===== config.mk =====
export PLATFORM = sky130hd
export DESIGN_NAME = fader_adc_to_cc_quantizer
export DESIGN_NICKNAME = d
export VERILOG_FILES = /design/src/hdl/fdq_pkg.sv /design/src/hdl/fdq_divider.sv /design/src/hdl/fdq_level_search.sv /design/src/hdl/fader_adc_to_cc_quantizer.sv
export SDC_FILE = /design/constraint.sdc
export NUM_CORES = 1
export LEC_CHECK = 0
export BUFFER_PORTS_ARGS = -buffer_cell sky130_fd_sc_hd__buf_2
export CORE_MARGIN = 2
export CORE_UTILIZATION = 40
export CTS_CLUSTER_DIAMETER = 200
export DETAILED_ROUTE_END_ITERATION = 8
export GPL_ROUTABILITY_DRIVEN = 0
export HOLD_SLACK_MARGIN = 0.15
export SLEW_MARGIN = 20
export SYNTH_ARGS = -nofsm -noshare
export SYNTH_HDL_FRONTEND = slang
export SYNTH_HIERARCHICAL = 1
export SYNTH_SLANG_ARGS = --single-unit

===== constraint.sdc =====
create_clock -name clk -period 13 [get_ports clk]
set_clock_uncertainty 0.1 [all_clocks]
set_input_delay 0 -clock clk [delete_from_list [all_inputs] [get_ports clk]]
set_output_delay 0 -clock clk [all_outputs]
set_load 0.03 [all_outputs]

===== src/hdl/fdq_pkg.sv =====
// ----------------------------------------------------------------------------
// fdq_pkg
// Shared types, constants and boundary tables for the fader quantiser.
// ----------------------------------------------------------------------------
package fdq_pkg;

    localparam int CHANNELS   = 8;
    localparam int NUM_FIELDS = 8;
    localparam int CH_W       = (CHANNELS > 1) ? $clog2(CHANNELS) : 1;

    localparam int SAMPLE_W  = 12;
    localparam int LEVEL_W   = 7;
    localparam int SUM_W     = 18;
    localparam int FRAMES_W  = 7;
    localparam int COUNT_W   = 6;
    localparam int GAP_W     = 8;
    localparam int QUOT_W    = SAMPLE_W;
    localparam int REM_W     = SUM_W - QUOT_W;
    localparam int BND_W     = SAMPLE_W + 1;
    localparam int DIV_STEPS = QUOT_W;
    localparam int DIV_CNT_W = $clog2(DIV_STEPS + 1);
    localparam int SRCH_W    = $clog2(LEVEL_W);

    localparam int ADC_FULL   = 4095;
    localparam int LEVEL_TOP  = 127;
    localparam int MAX_FRAMES = 64;

    localparam int CFG_IDX_W  = 2;
    localparam int CFG_DATA_W = 8;

    localparam logic [CFG_IDX_W-1:0] CFG_FRAMES = CFG_IDX_W'(0);
    localparam logic [CFG_IDX_W-1:0] CFG_GAP    = CFG_IDX_W'(1);

    localparam logic [FRAMES_W-1:0] FRAMES_RESET = FRAMES_W'(8);
    localparam logic [GAP_W-1:0]    GAP_RESET    = GAP_W'(16);

    typedef struct packed {
        logic [SAMPLE_W-1:0] sample_0;
        logic [SAMPLE_W-1:0] sample_1;
        logic [SAMPLE_W-1:0] sample_2;
        logic [SAMPLE_W-1:0] sample_3;
        logic [SAMPLE_W-1:0] sample_4;
        logic [SAMPLE_W-1:0] sample_5;
        logic [SAMPLE_W-1:0] sample_6;
        logic [SAMPLE_W-1:0] sample_7;
    } sample_frame_t;

    typedef struct packed {
        logic [LEVEL_W-1:0] level_0;
        logic [LEVEL_W-1:0] level_1;
        logic [LEVEL_W-1:0] level_2;
        logic [LEVEL_W-1:0] level_3;
        logic [LEVEL_W-1:0] level_4;
        logic [LEVEL_W-1:0] level_5;
        logic [LEVEL_W-1:0] level_6;
        logic [LEVEL_W-1:0] level_7;
    } level_frame_t;

    typedef logic [0:NUM_FIELDS-1][SAMPLE_W-1:0] sample_vec_t;
    typedef logic [0:NUM_FIELDS-1][LEVEL_W-1:0]  level_vec_t;

    typedef struct packed {
        logic [SUM_W-1:0]    sum;
        logic [SAMPLE_W-1:0] min;
        logic [SAMPLE_W-1:0] max;
        logic [LEVEL_W-1:0]  level;
    } chan_entry_t;

    typedef struct packed {
        logic [SAMPLE_W-1:0] mean;
        logic [LEVEL_W-1:0]  level;
        logic [GAP_W-1:0]    gap;
        logic                primed;
    } search_req_t;

    typedef logic [0:LEVEL_TOP][SAMPLE_W-1:0] bound_tab_t;

    function automatic bound_tab_t make_floor_tab();
        bound_tab_t tab;
        for (int l = 0; l <= LEVEL_TOP; l++) begin
            tab[l] = SAMPLE_W'((l * ADC_FULL) / LEVEL_TOP);
        end
        return tab;
    endfunction

    function automatic bound_tab_t make_ceil_tab();
        bound_tab_t tab;
        for (int l = 0; l <= LEVEL_TOP; l++) begin
            tab[l] = SAMPLE_W'((l * ADC_FULL + LEVEL_TOP - 1) / LEVEL_TOP);
        end
        return tab;
    endfunction

    localparam bound_tab_t FLOOR_TAB = make_floor_tab();
    localparam bound_tab_t CEIL_TAB  = make_ceil_tab();

endpackage


===== src/hdl/fdq_divider.sv =====
// ----------------------------------------------------------------------------
// fdq_divider
// Restoring divider, one quotient bit per cycle, for the trimmed mean.
// ----------------------------------------------------------------------------
module fdq_divider
    import fdq_pkg::*;
(
    input  logic                clk,
    input  logic                rst_n,
    input  logic                start,
    input  logic [SUM_W-1:0]    dividend,
    input  logic [FRAMES_W-1:0] divisor,
    output logic                done,
    output logic [QUOT_W-1:0]   quotient
);

    logic                 busy_reg;
    logic                 busy_next;
    logic                 done_reg;
    logic                 done_next;
    logic [DIV_CNT_W-1:0] step_reg;
    logic [DIV_CNT_W-1:0] step_next;
    logic [REM_W-1:0]     rem_reg;
    logic [QUOT_W-1:0]    shf_reg;
    logic [FRAMES_W-1:0]  dsr_reg;
    logic [REM_W:0]       trial;
    logic [REM_W:0]       diff;
    logic                 ge;

    assign trial = {rem_reg, shf_reg[QUOT_W-1]};
    assign ge    = (trial >= dsr_reg);
    assign diff  = trial - dsr_reg;

    always_comb
    begin
        busy_next = busy_reg;
        step_next = step_reg;
        done_next = 1'b0;
        if (start)
        begin
            busy_next = 1'b1;
            step_next = DIV_CNT_W'(DIV_STEPS);
        end
        else if (busy_reg)
        begin
            step_next = step_reg - 1'b1;
            if (step_reg == DIV_CNT_W'(1))
            begin
                busy_next = 1'b0;
                done_next = 1'b1;
            end
        end
    end

    always_ff @(posedge clk or negedge rst_n)
    begin
        if (!rst_n)
        begin
            busy_reg <= 1'b0;
            done_reg <= 1'b0;
            step_reg <= '0;
        end
        else
        begin
            busy_reg <= busy_next;
            done_reg <= done_next;
            step_reg <= step_next;
        end
    end

    always_ff @(posedge clk)
    begin
        if (start)
        begin
            rem_reg <= dividend[SUM_W-1 -: REM_W];
            shf_reg <= dividend[QUOT_W-1:0];
            dsr_reg <= divisor;
        end
        else if (busy_reg)
        begin
            rem_reg <= ge ? diff[REM_W-1:0] : trial[REM_W-1:0];
            shf_reg <= {shf_reg[QUOT_W-2:0], ge};
        end
    end

    assign done     = done_reg;
    assign quotient = shf_reg;

endmodule


===== src/hdl/fdq_level_search.sv =====
// ----------------------------------------------------------------------------
// fdq_level_search
// Binary search over the level boundary tables, one level bit per cycle,
// giving the plain or the hysteresis level for one mean.
// ----------------------------------------------------------------------------
module fdq_level_search
    import fdq_pkg::*;
(
    input  logic               clk,
    input  logic               rst_n,
    input  logic               start,
    input  search_req_t        req,
    output logic               done,
    output logic [LEVEL_W-1:0] level
);

    search_req_t         req_reg;
    logic                busy_reg;
    logic                busy_next;
    logic                done_reg;
    logic                done_next;
    logic [SRCH_W-1:0]   step_reg;
    logic [SRCH_W-1:0]   step_next;
    logic [LEVEL_W-1:0]  rise_reg;
    logic [LEVEL_W-1:0]  keep_reg;
    logic [LEVEL_W-1:0]  plain_reg;
    logic [LEVEL_W-1:0]  step_bit;
    logic [LEVEL_W-1:0]  rise_cand;
    logic [LEVEL_W-1:0]  keep_cand;
    logic [LEVEL_W-1:0]  plain_cand;
    logic [SAMPLE_W-1:0] rise_bnd;
    logic [SAMPLE_W-1:0] keep_bnd;
    logic [SAMPLE_W-1:0] plain_bnd;
    logic [BND_W-1:0]    mean_ext;
    logic [BND_W-1:0]    gap_ext;
    logic                rise_ok;
    logic                keep_ok;
    logic                plain_ok;
    logic [LEVEL_W-1:0]  risen;
    logic [LEVEL_W-1:0]  settled;

    assign step_bit   = LEVEL_W'(1) << step_reg;
    assign rise_cand  = rise_reg | step_bit;
    assign keep_cand  = keep_reg | step_bit;
    assign plain_cand = plain_reg | step_bit;
    assign rise_bnd   = FLOOR_TAB[rise_cand];
    assign keep_bnd   = FLOOR_TAB[keep_cand];
    assign plain_bnd  = CEIL_TAB[plain_cand];
    assign mean_ext   = BND_W'(req_reg.mean);
    assign gap_ext    = BND_W'(req_reg.gap);

    assign rise_ok  = (mean_ext >= (BND_W'(rise_bnd) + gap_ext));
    assign keep_ok  = (keep_bnd > SAMPLE_W'(req_reg.gap))
                    ? ((mean_ext + gap_ext) > BND_W'(keep_bnd))
                    : (req_reg.mean != '0);
    assign plain_ok = (req_reg.mean >= plain_bnd);

    assign risen   = (req_reg.level > rise_reg) ? req_reg.level : rise_reg;
    assign settled = (risen < keep_reg) ? risen : keep_reg;

    always_comb
    begin
        busy_next = busy_reg;
        step_next = step_reg;
        done_next = 1'b0;
        if (start)
        begin
            busy_next = 1'b1;
            step_next = SRCH_W'(LEVEL_W - 1);
        end
        else if (busy_reg)
        begin
            step_next = step_reg - 1'b1;
            if (step_reg == '0)
            begin
                busy_next = 1'b0;
                done_next = 1'b1;
            end
        end
    end

    always_ff @(posedge clk or negedge rst_n)
    begin
        if (!rst_n)
        begin
            busy_reg <= 1'b0;
            done_reg <= 1'b0;
            step_reg <= '0;
        end
        else
        begin
            busy_reg <= busy_next;
            done_reg <= done_next;
            step_reg <= step_next;
        end
    end

    always_ff @(posedge clk)
    begin
        if (start)
        begin
            req_reg   <= req;
            rise_reg  <= '0;
            keep_reg  <= '0;
            plain_reg <= '0;
        end
        else if (busy_reg)
        begin
            if (rise_ok)
            begin
                rise_reg <= rise_cand;
            end
            if (keep_ok)
            begin
                keep_reg <= keep_cand;
            end
            if (plain_ok)
            begin
                plain_reg <= plain_cand;
            end
        end
    end

    assign done  = done_reg;
    assign level = req_reg.primed ? settled : plain_reg;

endmodule


===== src/hdl/fader_adc_to_cc_quantizer.sv =====
// ----------------------------------------------------------------------------
// fader_adc_to_cc_quantizer
// Trimmed-mean decimator with a hysteresis quantiser for eight fader inputs.
// ----------------------------------------------------------------------------
// One frame is taken at a time. The per-channel sum, minimum, maximum and
// level sit in one single-port channel RAM that is visited channel by channel
// (read, then modify and write back); a frame that does not complete a group
// needs only that pass. A completing frame also runs each channel through the
// serial divider (12 steps, then a done strobe) and the level search (7 steps,
// then a done strobe); the divider is the longer of the two. A new frame is
// accepted while the previous result still waits at the output register.
// ----------------------------------------------------------------------------
module fader_adc_to_cc_quantizer
    import fdq_pkg::*;
(
    input  logic                  clk,
    input  logic                  rst_n,
    input  logic                  sample_valid,
    output logic                  sample_stall,
    input  sample_frame_t         samples,
    output logic                  level_valid,
    input  logic                  level_stall,
    output level_frame_t          levels,
    input  logic                  cfg_valid,
    output logic                  cfg_ready,
    input  logic [CFG_IDX_W-1:0]  cfg_index,
    input  logic [CFG_DATA_W-1:0] cfg_data
);

    localparam logic [2:0] ST_IDLE   = 3'd0;
    localparam logic [2:0] ST_READ   = 3'd1;
    localparam logic [2:0] ST_UPDATE = 3'd2;
    localparam logic [2:0] ST_DIV    = 3'd3;
    localparam logic [2:0] ST_SRCH   = 3'd4;
    localparam logic [2:0] ST_DONE   = 3'd5;

    chan_entry_t         chan_ram [0:CHANNELS-1];
    chan_entry_t         mem_q_reg;
    chan_entry_t         mem_wdata;
    logic                mem_we;
    logic                mem_re;

    logic [2:0]          state_reg;
    logic [2:0]          state_next;
    logic [CH_W-1:0]     ch_reg;
    logic [CH_W-1:0]     ch_next;
    logic [COUNT_W-1:0]  frame_count_reg;
    logic [COUNT_W-1:0]  frame_count_next;
    logic                primed_reg;
    logic                primed_next;
    logic                level_valid_reg;
    logic                level_valid_next;
    logic                first_reg;
    logic                final_reg;
    logic [FRAMES_W-1:0] held_reg;
    logic [FRAMES_W-1:0] frames_reg;
    logic [GAP_W-1:0]    gap_reg;

    sample_vec_t         frame_reg;
    chan_entry_t         entry_reg;
    logic [LEVEL_W-1:0]  stage_reg [0:CHANNELS-1];
    level_frame_t        levels_reg;
    level_vec_t          out_vec;

    logic                sample_accept;
    logic                load_out;
    logic                last_ch;
    logic [FRAMES_W-1:0] eff_frames;
    logic [FRAMES_W-1:0] held_now;
    logic                group_end;
    logic [SAMPLE_W-1:0] cur_sample;
    chan_entry_t         upd;
    logic [SUM_W-1:0]    dividend;
    logic [FRAMES_W-1:0] divisor;

    logic                div_start;
    logic                div_done;
    logic [QUOT_W-1:0]   div_quot;
    logic                srch_start;
    logic                srch_done;
    logic [LEVEL_W-1:0]  srch_level;
    search_req_t         srch_req;

    assign sample_stall  = (state_reg != ST_IDLE);
    assign sample_accept = sample_valid && !sample_stall;
    assign cfg_ready     = 1'b1;
    assign level_valid   = level_valid_reg;
    assign levels        = levels_reg;

    assign eff_frames = (frames_reg == '0) ? FRAMES_W'(1)
                      : (frames_reg > FRAMES_W'(MAX_FRAMES)) ? FRAMES_W'(MAX_FRAMES)
                      : frames_reg;
    assign held_now   = FRAMES_W'(frame_count_reg) + FRAMES_W'(1);
    assign group_end  = (held_now >= eff_frames);
    assign last_ch    = (ch_reg == CH_W'(CHANNELS - 1));
    assign cur_sample = frame_reg[ch_reg];

    always_comb
    begin
        upd = mem_q_reg;
        if (first_reg)
        begin
            upd.min = cur_sample;
            upd.max = cur_sample;
            upd.sum = SUM_W'(cur_sample);
        end
        else
        begin
            upd.min = (cur_sample < mem_q_reg.min) ? cur_sample : mem_q_reg.min;
            upd.max = (cur_sample > mem_q_reg.max) ? cur_sample : mem_q_reg.max;
            upd.sum = mem_q_reg.sum + SUM_W'(cur_sample);
        end
        if (held_reg > FRAMES_W'(2))
        begin
            dividend = upd.sum - SUM_W'(upd.min) - SUM_W'(upd.max);
            divisor  = held_reg - FRAMES_W'(2);
        end
        else
        begin
            dividend = upd.sum;
            divisor  = held_reg;
        end
    end

    assign mem_re    = (state_reg == ST_READ);
    assign div_start = (state_reg == ST_UPDATE) && final_reg;
    assign srch_start = (state_reg == ST_DIV) && div_done;
    assign load_out  = (state_reg == ST_DONE) && (!level_valid_reg || !level_stall);

    always_comb
    begin
        mem_we    = 1'b0;
        mem_wdata = upd;
        if ((state_reg == ST_UPDATE) && !final_reg)
        begin
            mem_we = 1'b1;
        end
        else if ((state_reg == ST_SRCH) && srch_done)
        begin
            mem_we          = 1'b1;
            mem_wdata.sum   = '0;
            mem_wdata.min   = entry_reg.min;
            mem_wdata.max   = entry_reg.max;
            mem_wdata.level = srch_level;
        end
    end

    always_comb
    begin
        srch_req.mean   = div_quot;
        srch_req.level  = entry_reg.level;
        srch_req.gap    = gap_reg;
        srch_req.primed = primed_reg;
    end

    always_comb
    begin
        state_next       = state_reg;
        ch_next          = ch_reg;
        frame_count_next = frame_count_reg;
        primed_next      = primed_reg;
        level_valid_next = level_valid_reg && level_stall;
        case (state_reg)
            ST_IDLE:
            begin
                if (sample_accept)
                begin
                    state_next       = ST_READ;
                    ch_next          = '0;
                    frame_count_next = group_end ? '0 : held_now[COUNT_W-1:0];
                end
            end
            ST_READ:
            begin
                state_next = ST_UPDATE;
            end
            ST_UPDATE:
            begin
                if (final_reg)
                begin
                    state_next = ST_DIV;
                end
                else if (last_ch)
                begin
                    state_next = ST_IDLE;
                end
                else
                begin
                    ch_next    = ch_reg + 1'b1;
                    state_next = ST_READ;
                end
            end
            ST_DIV:
            begin
                if (div_done)
                begin
                    state_next = ST_SRCH;
                end
            end
            ST_SRCH:
            begin
                if (srch_done)
                begin
                    if (last_ch)
                    begin
                        state_next  = ST_DONE;
                        primed_next = 1'b1;
                    end
                    else
                    begin
                        ch_next    = ch_reg + 1'b1;
                        state_next = ST_READ;
                    end
                end
            end
            ST_DONE:
            begin
                if (load_out)
                begin
                    level_valid_next = 1'b1;
                    state_next       = ST_IDLE;
                end
            end
            default:
            begin
                state_next = ST_IDLE;
            end
        endcase
    end

    always_ff @(posedge clk or negedge rst_n)
    begin
        if (!rst_n)
        begin
            state_reg       <= ST_IDLE;
            ch_reg          <= '0;
            frame_count_reg <= '0;
            primed_reg      <= 1'b0;
            level_valid_reg <= 1'b0;
            first_reg       <= 1'b0;
            final_reg       <= 1'b0;
            held_reg        <= '0;
        end
        else
        begin
            state_reg       <= state_next;
            ch_reg          <= ch_next;
            frame_count_reg <= frame_count_next;
            primed_reg      <= primed_next;
            level_valid_reg <= level_valid_next;
            if (sample_accept)
            begin
                first_reg <= (frame_count_reg == '0);
                final_reg <= group_end;
                held_reg  <= held_now;
            end
        end
    end

    always_ff @(posedge clk or negedge rst_n)
    begin
        if (!rst_n)
        begin
            frames_reg <= FRAMES_RESET;
            gap_reg    <= GAP_RESET;
        end
        else if (cfg_valid && cfg_ready)
        begin
            case (cfg_index)
                CFG_FRAMES: frames_reg <= cfg_data[FRAMES_W-1:0];
                CFG_GAP:    gap_reg    <= cfg_data[GAP_W-1:0];
                default:    ;
            endcase
        end
    end

    always_ff @(posedge clk)
    begin
        if (mem_we)
        begin
            chan_ram[ch_reg] <= mem_wdata;
        end
        if (mem_re)
        begin
            mem_q_reg <= chan_ram[ch_reg];
        end
    end

    always_ff @(posedge clk)
    begin
        if (sample_accept)
        begin
            frame_reg <= sample_vec_t'(samples);
        end
        if (div_start)
        begin
            entry_reg <= upd;
        end
        if ((state_reg == ST_SRCH) && srch_done)
        begin
            stage_reg[ch_reg] <= srch_level;
        end
        if (load_out)
        begin
            levels_reg <= level_frame_t'(out_vec);
        end
    end

    for (genvar k = 0; k < NUM_FIELDS; k++)
    begin : g_out
        if (k < CHANNELS)
        begin : g_used
            assign out_vec[k] = stage_reg[k];
        end
        else
        begin : g_unused
            assign out_vec[k] = '0;
        end
    end

    fdq_divider u_divider (
        .clk      (clk),
        .rst_n    (rst_n),
        .start    (div_start),
        .dividend (dividend),
        .divisor  (divisor),
        .done     (div_done),
        .quotient (div_quot)
    );

    fdq_level_search u_search (
        .clk   (clk),
        .rst_n (rst_n),
        .start (srch_start),
        .req   (srch_req),
        .done  (srch_done),
        .level (srch_level)
    );

    a_accept_starts_pass: assert property (@(posedge clk) disable iff (!rst_n)
        sample_accept |=> (state_reg == ST_READ) && (ch_reg == '0))
        else $error("transaction accepted without starting a channel pass");

    a_div_done_in_div: assert property (@(posedge clk) disable iff (!rst_n)
        div_done |-> (state_reg == ST_DIV))
        else $error("divider finished outside its wait state");

    a_srch_done_in_srch: assert property (@(posedge clk) disable iff (!rst_n)
        srch_done |-> (state_reg == ST_SRCH))
        else $error("level search finished outside its wait state");

    a_done_only_on_group_end: assert property (@(posedge clk) disable iff (!rst_n)
        (state_reg == ST_DONE) |-> final_reg)
        else $error("result staged on a frame that does not end a group");

    a_result_after_done: assert property (@(posedge clk) disable iff (!rst_n)
        $rose(level_valid_reg) |-> $past(state_reg) == ST_DONE)
        else $error("result transaction raised outside the hand-over state");

endmodule


**Word-level counts from Yosys, hierarchy flattened**

Memories as Yosys holds them, arrays and structs flattened. A register that Yosys moved wholly into a read port is not among the register bits.
Index checks and enable logic that the tools add are counted.

- Bits in writable memories: 448
- Logic and storage cells: 185
- Memories: 5
- Output and inout bits: 59
- Input bits: 111
- Bits in read-only memories: 4608
- Register bits: 250

- Add/subtract/negate cells: 11
- Reduce and logical (&&, ||, !) cells: 31
- Shift operators: 1
- Equal/unequal tests: 13
- $lt $le $gt $ge: 16
- Mux-type cells: 64
- Bitwise logic cells: 7

Memory list:

| memory | depth | bits a word | rd ports | clocked after Yosys merged registers in | wr ports | line | source |
|---|---|---|---|---|---|---|---|
| (name not given) | 128 | 12 | 1 | 0 | 0 | fdq_level_search.sv:46 | `assign rise_bnd = FLOOR_TAB[rise_cand];` |
| (name not given) | 128 | 12 | 1 | 0 | 0 | fdq_level_search.sv:47 | `assign keep_bnd = FLOOR_TAB[keep_cand];` |
| (name not given) | 128 | 12 | 1 | 0 | 0 | fdq_level_search.sv:48 | `assign plain_bnd = CEIL_TAB[plain_cand];` |
| chan_ram | 8 | 49 | 1 | 1 | 1 | fader_adc_to_cc_quantizer.sv:37 | `chan_entry_t chan_ram [0:CHANNELS-1];` |
| stage_reg | 8 | 7 | 8 | 8 | 1 | fader_adc_to_cc_quantizer.sv:61 | `logic [LEVEL_W-1:0] stage_reg [0:CHANNELS-1];` |

Operator list:

| operator | number |
|---|---|
| 12-bit two-way mux | 12 |
| 49-bit two-way mux | 2 |
| 42-bit two-way mux | 1 |
| 7-bit two-way mux | 6 |
| 12-bit binary-select mux with 3-bit select | 1 |
| 18-bit by 12-bit subtractor with 18-bit output | 2 |
| 3-bit two-way mux | 11 |
| 12-bit by 8-bit adder with 13-bit output | 2 |
| 8-bit greater-or-equal comparator, second input constant | 3 |
| 6-bit two-way mux | 4 |
| 7-bit NOT with 8-bit output | 3 |
| 1-bit two-way mux | 21 |
| 7-bit bitwise OR | 3 |
| 18-bit by 12-bit adder with 18-bit output | 1 |
| 18-bit two-way mux | 1 |
| 3-bit case mux with 6 select lines | 1 |
| 7-bit greater-or-equal comparator | 2 |
| 12-bit by 13-bit greater-or-equal comparator with 1-bit output | 1 |
| 13-bit by 12-bit > comparator with 1-bit output | 1 |
| 12-bit greater-or-equal comparator | 1 |
| 12-bit > comparator | 1 |
| 12-bit by 8-bit > comparator with 1-bit output | 1 |
| 12-bit less-than comparator | 1 |
| 2-bit AND reduction | 6 |
| 35 further kinds | 55 |

**Logic depth before layout (Yosys ltp)**

- Depth in word-level cells: 11
- Gate-level depth with buffers: 29
- Depth with buffers taken out: 26

**Cells and area by module**

The synthesis kept the hierarchy.

By module, submodules not included:

| module | times used | area each (µm²) | cells each |
|---|---|---|---|
| fader_adc_to_cc_quantizer | 1 | 28802.6 | 1828 |
| fdq_level_search | 1 | 5403.9 | 628 |
| fdq_divider | 1 | 1624.1 | 130 |

**Worst setup path before layout**

OpenSTA, ideal clock, no wires.

- Path kind: register to register
- From: register ch_reg[0]
- To: register u_divider.rem_reg[5] (data pin)
- Clock period less this slack: 6.396 ns
- Library setup time: 0.257 ns
- Arrival: 6.039 ns
- Buffers on the path: 4
- Required time: 12.643 ns
- Stages on the path, launching flop included: 28
- Slack: 6.604 ns
- Cells stage by stage: dfrtp_1 -> buf_6 -> clkbuf_1 -> nor3b_1 -> clkbuf_1 -> a22oi_1 -> nand4_1 -> ha_1 -> a21o_1 -> a21o_1 -> a21oi_1 -> o21ai_0 -> o22a_1 -> nor2_1 -> buf_2 -> mux2i_1 -> fa_1 -> ha_1 -> and2_1 -> a311o_1 -> a221o_1 -> a31oi_1 -> o21ai_1 -> nor3b_2 -> nand3_1 -> xnor2_1 -> nor2b_1 -> a21oi_2

- Word-level cells in the longest chain between the ends: 11
- Elaborated cells between the ends (all ways): 14

Ends and longest elaborated chain:

| what | line | source |
|---|---|---|
| start, declared | fader_adc_to_cc_quantizer.sv:45 | `logic [CH_W-1:0] ch_reg;` |
| start signal, assigned | fader_adc_to_cc_quantizer.sv:247 | `ch_reg <= ch_next;` |
| 3-bit NOT with 4-bit output (implied by the code) * | fader_adc_to_cc_quantizer.sv:96 | `assign cur_sample = frame_reg[ch_reg];` |
| 12-bit binary-select mux with 3-bit select * | fader_adc_to_cc_quantizer.sv:96 |  |
| 12-bit two-way mux (implied by the code) * (2 in a row) | fader_adc_to_cc_quantizer.sv:96 |  |
| 12-bit less-than comparator | fader_adc_to_cc_quantizer.sv:109 | `upd.min = (cur_sample < mem_q_reg.min) ? cur_sample : mem_q_reg.min;` |
| 12-bit two-way mux | fader_adc_to_cc_quantizer.sv:109 |  |
| 42-bit two-way mux * | fader_adc_to_cc_quantizer.sv:101 | `if (first_reg)` |
| 18-bit by 12-bit subtractor with 18-bit output (2 in a row) | fader_adc_to_cc_quantizer.sv:115 | `dividend = upd.sum - SUM_W'(upd.min) - SUM_W'(upd.max);` |
| 18-bit two-way mux * | fader_adc_to_cc_quantizer.sv:113 | `if (held_reg > FRAMES_W'(2))` |
| net dividend[17] | fader_adc_to_cc_quantizer.sv:73 | `logic [SUM_W-1:0] dividend;` |
| 6-bit two-way mux * | fdq_divider.sv:73 | `if (start)` |
| end signal, assigned | fdq_divider.sv:75 | `rem_reg <= dividend[SUM_W-1 -: REM_W];` |
| end signal, assigned | fdq_divider.sv:81 | `rem_reg <= ge ? diff[REM_W-1:0] : trial[REM_W-1:0];` |
| end, declared | fdq_divider.sv:23 | `logic [REM_W-1:0] rem_reg;` |

The timed path passes the listed nets; every way through them passes the cells marked *. The select of a mux whose other input is x is not followed.
A chain may end at the register's enable or synchronous reset.

**Final worst setup path**

- From: register ch_reg[1]
- To: register u_divider.rem_reg[4] (data pin)

Same word-level chain as after synthesis.

==> impl_metrics.toml <==
[synth]
mappedNetlistArea_sq_mm = 0.0358
yosysSeqAreaShare = 0.660
synth_warnings = 6
syn_avg_cell_area_sq_um = 13.9
syn-num-nets = 2868
synth_top_flop_cell = "edfxtp_1"
synth-async-reset-ratio = 0.0610
synth_edf_count = 733
synthesis.instances = 2586
synth_cell_types = 91
ys_seq_elements = 803

[cts]
path_clk_slew_ns = 0.06
cts_tree = "built"
ctsHtreeMaxLevel = 3
cts_inserted_buffers = 82
root_buffer = "clkbuf_16"
post_cts_resized = 0
cts.sink_count = 803
insertion_delay_ns = 0.65
clockBufferDepth = 3

[setup_path]
r2r_cells = 26
r2r-end = "u_divider/rem_reg[4]"
crit_path_end_kind = "flop"
cp_data_arrival_time_ns = 8.85
worst_path_max_delay_cell = "nor2b_4"
crit_family = "compound AO/OA/AOI/OAI gates"
start_kind = "flop"
critPathBufInv = 4
reg2reg_slack_ns = 4.43
max_stage_delay_ns = 0.90
crit-reg2reg-launch = "ch_reg[1]"
cpMostUsedCell = "buf_4"
worstPathRequired_ns = 13.28
path_class = "reg -> reg"
path_max_fanout = 31

[floorplan]
start_util = 0.405
pin_count = 170
dieArea_sq_mm = 0.0920
die_w_um = 303
core.rowCount = 109
core_area_sq_mm = 0.0885
die_h_um = 303

[place]
io_buffer_count = 168
dp_hpwl_um = 59100

[finish]
largest_register_ffs = 392
final_cell_mix = "edfxtp_1 (733), a22oi_1 (236), dlygate4sd3_1 (216), buf_2 (168), nand2_1 (160)"
nets = 3262
nFillCells = 7496
area_delta_synth_final_pct = 20.3
final_common_cell = "edfxtp_1"
post_route_cells_drive_above_1_share = 0.140
antenna_cells = 0

[global_routing]
grt_util_all_layers = 0.210
grt_first_pass_wirelength_um = 148000
grt_max_degree = 71
grt.overflow.total = 0
antenna_found_initial = 0
grt_pass1_vias = 24561

[sta]
finalMaxSlewViolations = 0
layout_min_cycle_time_ns = 8.57
rsz0062_at_grt = "false"
setup_viol = 0
slew_headroom = 0.292
worstMarginPinSlew_ns = 1.06
hold_viol_final = 0
fmax_mhz = 117
tns_ns = 0
min_period_over_period = 0.659

[route]
ant_nets = 0
vias_per_cell = 5.76
drtIter0Drc = 2496
routed_wl_um = 97700
drc = 0
vias = 24252
firstDrtPassIters = 5
routedWlPerCell_um = 23.2

[hold_path]
holdPathStages = 3
min_to = "gap_reg[3]"
hp-start = "cfg_data[3]"
hp-class = "in -> reg"

[run]
max-cap-violations = 0

[run_status]
status = "complete, no violations"
-- through the flow --
step | cell area [sq um] | hold slack (ns) | setup slack [ns] | instances | utilization
floorplan | 35800 | -0.396 | 6.60 | 2586 | -
global placement | 38100 | -0.284 | 4.74 | 3843 | 0.430
detailed placement | 38100 | -0.274 | 4.54 | 3845 | 0.430
CTS | 43100 | 0.153 | 4.51 | 4213 | 0.487
global route | 43100 | 0.151 | 3.65 | 4214 | 0.487
finish | 43100 | 0.146 | 4.43 | 4214 | 0.487
-- repair_timing --
item	4_1_cts	5_1_grt
endpoints found under the hold margin	231	2
hold buffers	215	1
buffers inserted	0	0
-- worst max path at each step --
| stage | slack, ns | start | depth (start not counted) | to |
|---|---|---|---|---|
| floorplan | 6.60 | ch_reg[0] | 27 | u_divider/rem_reg[5] |
| global placement | 4.74 | ch_reg[1] | 26 | u_divider/rem_reg[4] |
| detailed placement | 4.54 | ch_reg[1] | 26 | u_divider/rem_reg[4] |
| CTS | 4.51 | ch_reg[1] | 26 | u_divider/rem_reg[4] |
| global route | 3.65 | ch_reg[1] | 26 | u_divider/rem_reg[4] |
| finish | 4.43 | ch_reg[1] | 26 | u_divider/rem_reg[4] |
-- cell type report --
| type | instances | area (sq um) | area share |
|---|---|---|---|
| Clock buffer | 99 | 2160 | 0.0500 |
| Timing Repair Buffer | 421 | 3300 | 0.0766 |
| Sequential cell | 803 | 23700 | 0.549 |
| Inverter | 132 | 498 | 0.0115 |
| Clock inverter | 54 | 702 | 0.0163 |
| Tap cell | 1165 | 1460 | 0.0338 |
| Multi-Input combinational cell | 1540 | 11300 | 0.263 |
-- Yosys cell counts (6+ instances only) --
cell	count	area (sq um)
inv_1	125	469
nand2b_1	23	144
o31ai_1	9	67.6
o22ai_1	23	144
nor2_1	135	507
a21o_1	38	285
and2_1	16	100
nand3b_1	7	52.6
nand3_1	42	210
a21oi_1	84	420
o221a_1	6	67.6
or2_2	8	50.1
a221o_1	6	60.1
and3_1	12	75.1
nor2b_1	20	125
clkbuf_1	74	278
o32ai_1	13	114
a31oi_1	10	62.6
o211ai_1	16	120
a22oi_1	236	1770
or3_1	12	75.1
ha_1	155	1940
nor3b_1	9	67.6
buf_1	16	60.1
o21ai_0	75	375
o21a_1	20	150
edfxtp_1	733	22000
mux2_1	11	124
nand2_1	160	601
dfrtp_1	47	1180
nor4_1	8	50.1
xor2_1	18	158
fa_1	16	320
mux2_2	37	417
xnor2_1	35	307
nor3_1	32	160
o21ai_1	12	60.1
dfxtp_1	21	420
buf_2	16	80.1
a221oi_1	11	96.3
a211oi_1	18	135
o221ai_1	11	96.3
mux2i_1	36	360
nand4_1	74	463
-- metal layers --
| metal | global-route usage | part of all wire |
|---|---|---|
| met2 | 0.367 | 0.50 |
| met3 | 0.0318 | 0.063 |
| met1 | 0.271 | 0.41 |
| met5 | 0 | 0 |
| met4 | 0.0644 | 0.027 |
-- cells by family after synthesis --
group                      synth area share
DFF                                   0.660
and+or+nand+nor                      0.0792
muxes                                0.0289
other                              0.000105
xor gates and xnor gates             0.0130
buffers and inverters                0.0266
AOI/OAI and AO/OA                     0.129
adders and majority gates            0.0631
-- tightest hold or removal path, stage by stage --
cell           delay [ns]
dlygate4sd3_1        0.56
buf_2                0.12
mux2_2               0.13
Power is not shown: default switching activity piles up to over one toggle a cycle in this logic, so the estimate is an artifact.
